$ cat src/design/alu16_pkg.sv
// ----------------------------------------------------------------------------
// alu16_pkg
// Shared types for the 16-bit add/subtract/multiply ALU with flags.
// ----------------------------------------------------------------------------
package alu16_pkg;

  localparam int unsigned WordW = 16;

  typedef enum logic [1:0] {
    FUNC_ADC  = 2'd0,
    FUNC_SBC  = 2'd1,
    FUNC_UMUL = 2'd2,
    FUNC_SMUL = 2'd3
  } func_e;

  typedef struct packed {
    logic n;
    logic v;
    logic z;
    logic c;
  } flags_t;

  // operands as held in the input register
  typedef struct packed {
    func_e            func;
    logic [WordW-1:0] a;
    logic [WordW-1:0] b;
    logic [WordW-1:0] ma;
    logic [WordW-1:0] mb;
    logic             sgn_diff;
    flags_t           flags;
  } issue_t;

  typedef struct packed {
    logic [WordW-1:0] r;
    flags_t           flags;
  } result_t;

endpackage

$ cat src/design/alu16_opnd.sv
// ----------------------------------------------------------------------------
// alu16_opnd
// Input register: captures a transaction and prepares the multiplier operands
// (raw words for unsigned, magnitudes for signed multiply).
// ----------------------------------------------------------------------------
module alu16_opnd import alu16_pkg::*; (
  input  logic             clk_i,
  input  logic             rst_ni,
  input  logic             take_i,
  input  logic [1:0]       func_i,
  input  logic [WordW-1:0] left_value_i,
  input  logic [WordW-1:0] right_value_i,
  input  flags_t           flags_i,
  output logic             valid_o,
  output issue_t           issue_o
);

  logic   valid_q;
  issue_t issue_d, issue_q;
  logic   sa, sb;

  always_comb begin
    sa = left_value_i[WordW-1];
    sb = right_value_i[WordW-1];
    issue_d.func     = func_e'(func_i);
    issue_d.a        = left_value_i;
    issue_d.b        = right_value_i;
    issue_d.sgn_diff = sa ^ sb;
    issue_d.flags    = flags_i;
    // two's complement negate also gives 0x8000 its magnitude 0x8000
    if (func_e'(func_i) == FUNC_SMUL && sa) begin
      issue_d.ma = ~left_value_i + WordW'(1);
    end else begin
      issue_d.ma = left_value_i;
    end
    if (func_e'(func_i) == FUNC_SMUL && sb) begin
      issue_d.mb = ~right_value_i + WordW'(1);
    end else begin
      issue_d.mb = right_value_i;
    end
  end

  always_ff @(posedge clk_i or negedge rst_ni) begin
    if (!rst_ni) begin
      valid_q <= 1'b0;
    end else begin
      valid_q <= take_i;
    end
  end

  always_ff @(posedge clk_i) begin
    if (take_i) begin
      issue_q <= issue_d;
    end
  end

  assign valid_o = valid_q;
  assign issue_o = issue_q;

endmodule

$ cat src/design/alu16_exec.sv
// ----------------------------------------------------------------------------
// alu16_exec
// Execute logic: carry adder and 16x16 multiplier with overflow and flag
// update.
// ----------------------------------------------------------------------------
module alu16_exec import alu16_pkg::*; (
  input  issue_t  issue_i,
  output result_t result_o
);

  logic [WordW-1:0]   bb;
  logic [WordW:0]     sum;
  logic [2*WordW-1:0] prod;
  logic               ovf_u, ovf_s;

  always_comb begin
    bb    = (issue_i.func == FUNC_SBC) ? ~issue_i.b : issue_i.b;
    sum   = {1'b0, issue_i.a} + {1'b0, bb} + {{WordW{1'b0}}, issue_i.flags.c};
    prod  = {{WordW{1'b0}}, issue_i.ma} * {{WordW{1'b0}}, issue_i.mb};
    ovf_u = |prod[2*WordW-1:WordW];
    ovf_s = |prod[2*WordW-1:WordW-1];

    result_o.r     = issue_i.a;
    result_o.flags = issue_i.flags;
    case (issue_i.func)
      FUNC_ADC, FUNC_SBC: begin
        result_o.r       = sum[WordW-1:0];
        result_o.flags.c = sum[WordW];
        result_o.flags.v = ~(issue_i.a[WordW-1] ^ bb[WordW-1])
                           & (issue_i.a[WordW-1] ^ sum[WordW-1]);
        result_o.flags.n = sum[WordW-1];
        result_o.flags.z = (sum[WordW-1:0] == '0);
      end
      FUNC_UMUL: begin
        if (ovf_u) begin
          result_o.flags.v = 1'b1;
        end else begin
          result_o.r = prod[WordW-1:0];
        end
      end
      default: begin
        if (ovf_s) begin
          result_o.flags.v = 1'b1;
        end else if (issue_i.sgn_diff) begin
          result_o.r = ~prod[WordW-1:0] + WordW'(1);
        end else begin
          result_o.r = prod[WordW-1:0];
        end
        result_o.flags.n = issue_i.sgn_diff & (prod != '0);
      end
    endcase
  end

endmodule

$ cat src/design/alu16_add_sub_mul_flags_core.sv
// ----------------------------------------------------------------------------
// alu16_add_sub_mul_flags_core
// 16-bit ALU: add with carry, subtract with borrow, unsigned and signed
// multiply, with N/V/Z/C flag update.
// ----------------------------------------------------------------------------
// Usage:
//   A transaction is taken on a rising edge with start_i high and busy_o low.
//   busy_o is always low: a new transaction may be issued every cycle.
//   Each transaction goes through an input register and a result register;
//   its result appears from the result register with done_o high for
//   exactly one cycle alongside result_value_o and the four flags.
//   Throughput is one transaction per cycle; the stage between the two
//   registers holds the 16x16 multiplier and the carry adder.
//   Results keep issue order. The receiver cannot stall: every result must
//   be taken in its done_o cycle.
//   Reset clears both valid bits, so no done_o follows reset until a new
//   transaction is issued; in-flight transactions are dropped.
// ----------------------------------------------------------------------------
module alu16_add_sub_mul_flags_core import alu16_pkg::*; (
  input  logic             clk_i,
  input  logic             rst_ni,
  input  logic             start_i,
  output logic             busy_o,
  input  logic [1:0]       func_i,
  input  logic [WordW-1:0] left_value_i,
  input  logic [WordW-1:0] right_value_i,
  input  logic             neg_in_i,
  input  logic             ovf_in_i,
  input  logic             zero_in_i,
  input  logic             carry_in_i,
  output logic             done_o,
  output logic [WordW-1:0] result_value_o,
  output logic             neg_out_o,
  output logic             ovf_out_o,
  output logic             zero_out_o,
  output logic             carry_out_o
);

  logic    take;
  logic    iss_valid;
  issue_t  issue;
  result_t res_d, res_q;
  logic    done_q;
  flags_t  flags_in;

  assign busy_o = 1'b0;
  assign take   = start_i & ~busy_o;

  assign flags_in = '{n: neg_in_i, v: ovf_in_i, z: zero_in_i, c: carry_in_i};

  alu16_opnd u_opnd (
    .clk_i         (clk_i),
    .rst_ni        (rst_ni),
    .take_i        (take),
    .func_i        (func_i),
    .left_value_i  (left_value_i),
    .right_value_i (right_value_i),
    .flags_i       (flags_in),
    .valid_o       (iss_valid),
    .issue_o       (issue)
  );

  alu16_exec u_exec (
    .issue_i  (issue),
    .result_o (res_d)
  );

  always_ff @(posedge clk_i or negedge rst_ni) begin
    if (!rst_ni) begin
      done_q <= 1'b0;
    end else begin
      done_q <= iss_valid;
    end
  end

  always_ff @(posedge clk_i) begin
    if (iss_valid) begin
      res_q <= res_d;
    end
  end

  assign done_o         = done_q;
  assign result_value_o = res_q.r;
  assign neg_out_o      = res_q.flags.n;
  assign ovf_out_o      = res_q.flags.v;
  assign zero_out_o     = res_q.flags.z;
  assign carry_out_o    = res_q.flags.c;

endmodule

$ cat config.mk
export PLATFORM = sky130hd
export DESIGN_NAME = alu16_add_sub_mul_flags_core
export DESIGN_NICKNAME = d
export VERILOG_FILES = /design/src/design/alu16_pkg.sv /design/src/design/alu16_opnd.sv /design/src/design/alu16_exec.sv /design/src/design/alu16_add_sub_mul_flags_core.sv
export SDC_FILE = /design/constraint.sdc
export NUM_CORES = 1
export LEC_CHECK = 0
export BUFFER_PORTS_ARGS = -buffer_cell sky130_fd_sc_hd__buf_2
export CAP_MARGIN = 0
export CORE_ASPECT_RATIO = 1.1
export CORE_UTILIZATION = 40
export CTS_CLUSTER_DIAMETER = 200
export CTS_CLUSTER_SIZE = 8
export DETAILED_ROUTE_END_ITERATION = 8
export HOLD_SLACK_MARGIN = 0.1
export PLACE_DENSITY_LB_ADDON = 0.12
export SLEW_MARGIN = 30
export SYNTH_ARGS = -nofsm -noshare
export SYNTH_HDL_FRONTEND = slang
export SYNTH_SLANG_ARGS = --single-unit
export TNS_END_PERCENT = 30
$ cat constraint.sdc
create_clock -name clk_i -period 22.4 [get_ports clk_i]
set_input_delay 1.12 -clock clk_i [delete_from_list [all_inputs] [get_ports clk_i]]
set_output_delay 1.12 -clock clk_i [all_outputs]
set_load 0.02 [all_outputs]
==> out/metrics.cfg <==
[status]
status = completed

[yosys]
synth_largest_area_cell = fa_1
synth_edf_count = 89
avgSynthCellArea_um2 = 9.43
yosys.cell_types.count = 73
synthTopCellsByArea = fa_1 (28%), edfxtp_1 (19%), ha_1 (11%)
synth_ff_type = edfxtp_1
ys_warn_count = 0
post-synth-top-area-fraction = 0.281
async_flop_share = 0.0220
yosysSeqAreaShare = 0.195
synth_nets = 1838
syn-cell-area_um2 = 13900
synthCells = 1479
ys_ff_latch = 91

[layout]
final_common_cell = inv_1
syn_to_final_growth_pct = 6.96
drive_above_1_share = 0.0721
final_cell_mix = inv_1 (209), nand2_1 (198), fa_1 (196), and2_1 (124), ha_1 (122)
fillerInstances = 3394
postLayoutCoreUtil = 0.435
fin_nets = 1852
n_antenna_cell = 0

[placed_design]
pre_cts_ws_ns = 14.02
gp_congestion = 0.874
port_buffers = 61
hpwl_mm = 28.6

[clock_tree]
cts_resized = 0
cts-root-buf = clkbuf_16
clock_path_buffers = 2
htreeDepth = 3
cts_made_buffers = 9
clkSinkCount = 91
hold_buffers = 0
cts_tree = built
path_clk_slew_ns = 0.07
post_cts_buffers = 0
clock_latency_ns = 0.35

[grt]
grt_pass1_vias = 11000
grt_pass1_wl_mm = 60.3
grt-ovfl-total = 0
track_usage = 0.217
antenna_found_initial = 0
grt_max_degree = 71

[timing]
fin_ws_ns = 14.08
timing.setup.tns_ns = 0
min_period_ns = 8.32
maxSlewHeadroom = 0.350
worstMarginPinSlew_ns = 0.974
max_freq_mhz = 120
hold_viol = 0
setup_viol = 0
clock_skew_ns = 0.00642
post-route-period-util = 0.371
slew_viol_final = 0
grt_setup_unrepaired = false

[setup_path]
critPathSlowestCell = a2111oi_4
required_ns = 22.51
end_kind = register
r2r_start = u_opnd.issue_o[29]
cp_common_cell = fa_1
worstPathArrival_ns = 8.43
r2r-end = result_value_o[7]
start_kind = register
reg2reg_slack_ns = 14.08
worstSetupPathType = reg2reg
path_max_fanout = 16
rr_worst_depth = 22
crit_chain = and2_1 -> fa_1 -> inv_1 -> fa_1 -> inv_1 -> fa_1 -> fa_1 -> fa_1 -> inv_1 -> fa_1 -> inv_1 -> ha_1 -> nand4_1 -> or4b_4 -> and2_1 -> o21ai_0 -> xor2_1 -> nor4b_1 -> nand4_1 -> a2111oi_4 -> nor2b_1 -> o32a_1
critical_path.max_stage_delay_ns = 0.86

[route]
firstDrtPassIters = 6
drc_errors = 0
vias_per_cell = 5.33
detail_route.wirelength_mm = 36.2
drtIter0Drc = 581
vias = 10300
avgRoutedWirePerCell_um = 18.7
antenna_left = 0

[die]
die_h_um = 198
core_area_um2 = 34300
rows = 71
boundaryPins = 63
dieArea_um2 = 35600
die_width_um = 180
start_util = 0.407

[flow_run]
drv_cap = 0

[min_path]
hp-class = in2async

sequential cells by signal (all words and copies together) (netlist names):
name / flops
result_value_o: 16
u_opnd.valid_o: 1
ovf_out_o: 1
zero_out_o: 1
done_o: 1
carry_out_o: 1
u_opnd.issue_o: 69
neg_out_o: 1
critical path: cells and delay by family (launching register included):
family	cells	cell delay (ns)
flip-flops	1	0.74
adder cells (fa/ha/maj)	7	3.39
AO/OA/AOI/OAI	3	1.46
AND/OR/NAND/NOR	7	2.17
buffers and inverters	4	0.19
XOR/XNOR	1	0.10
cells in the mapped netlist (14+ instances only):
cell / number
a21oi_1: 51
a31oi_1: 16
and2_1: 124
clkbuf_1: 57
edfxtp_1: 89
fa_1: 196
ha_1: 122
inv_1: 209
nand2_1: 198
nand2b_1: 16
nand3_1: 21
nand4_1: 14
nor2_1: 52
nor3_1: 16
o21ai_0: 40
xnor2_1: 50
xor2_1: 31
layout make-up:
cell class / count / area [um2] / area share
well taps: 438 / 548 / 0.0368
repair buffers: 68 / 362 / 0.0242
multi-input cells: 1112 / 10200 / 0.682
clock buffers: 10 / 229 / 0.0154
flip-flops and latches: 91 / 2720 / 0.183
clock inverters: 6 / 93.8 / 0.00629
inverters: 211 / 792 / 0.0531
per-stage QoR:
step	instances	instance area, um2	hold slack (ns)
floorplan	1479	13900	0.525
global placement	1919	14600	0.577
global route	1936	14900	0.530
finish	1936	14900	0.543
CTS	1935	14900	0.530
detailed placement	1919	14600	0.576
per-layer routing:
metal	track usage	vias up	wire (um)
met3	0.0206	41	1340
li1	-	4866	-
met5	0	-	0
met1	0.290	5176	16500
met2	0.378	240	17800
met4	0.0575	0	642
cells by family (layout without fill, tap and decap cells):
kind of cell             after synthesis  after routing  share of synthesized area
AO/OA/AOI/OAI                        203            203                     0.0994
multiplexers                           7              7                    0.00521
flip-flops                            91             91                      0.195
adder cells (fa/ha/maj)              318            318                      0.391
XOR/XNOR                              81             81                     0.0509
AND/OR/NAND/NOR                      502            502                      0.181
buffers and inverters                276            295                     0.0766
other                                  1              1                   0.000269
worst max-delay path by stage:
stage	from	to	slack (ns)	depth (start not counted)
3_5_place_dp	u_opnd.issue_o[30]	result_value_o[8]	14.02	21
4_1_cts	u_opnd.issue_o[30]	result_value_o[8]	13.97	21
2_1_floorplan	u_opnd.issue_o[6]	result_value_o[7]	15.30	21
3_3_place_gp	u_opnd.issue_o[29]	result_value_o[8]	14.11	22
6_report	u_opnd.issue_o[29]	result_value_o[7]	14.08	22
5_1_grt	u_opnd.issue_o[31]	result_value_o[7]	13.69	21
Power is not shown: default switching activity piles up to over one toggle a cycle in this logic, so the estimate is an artifact.
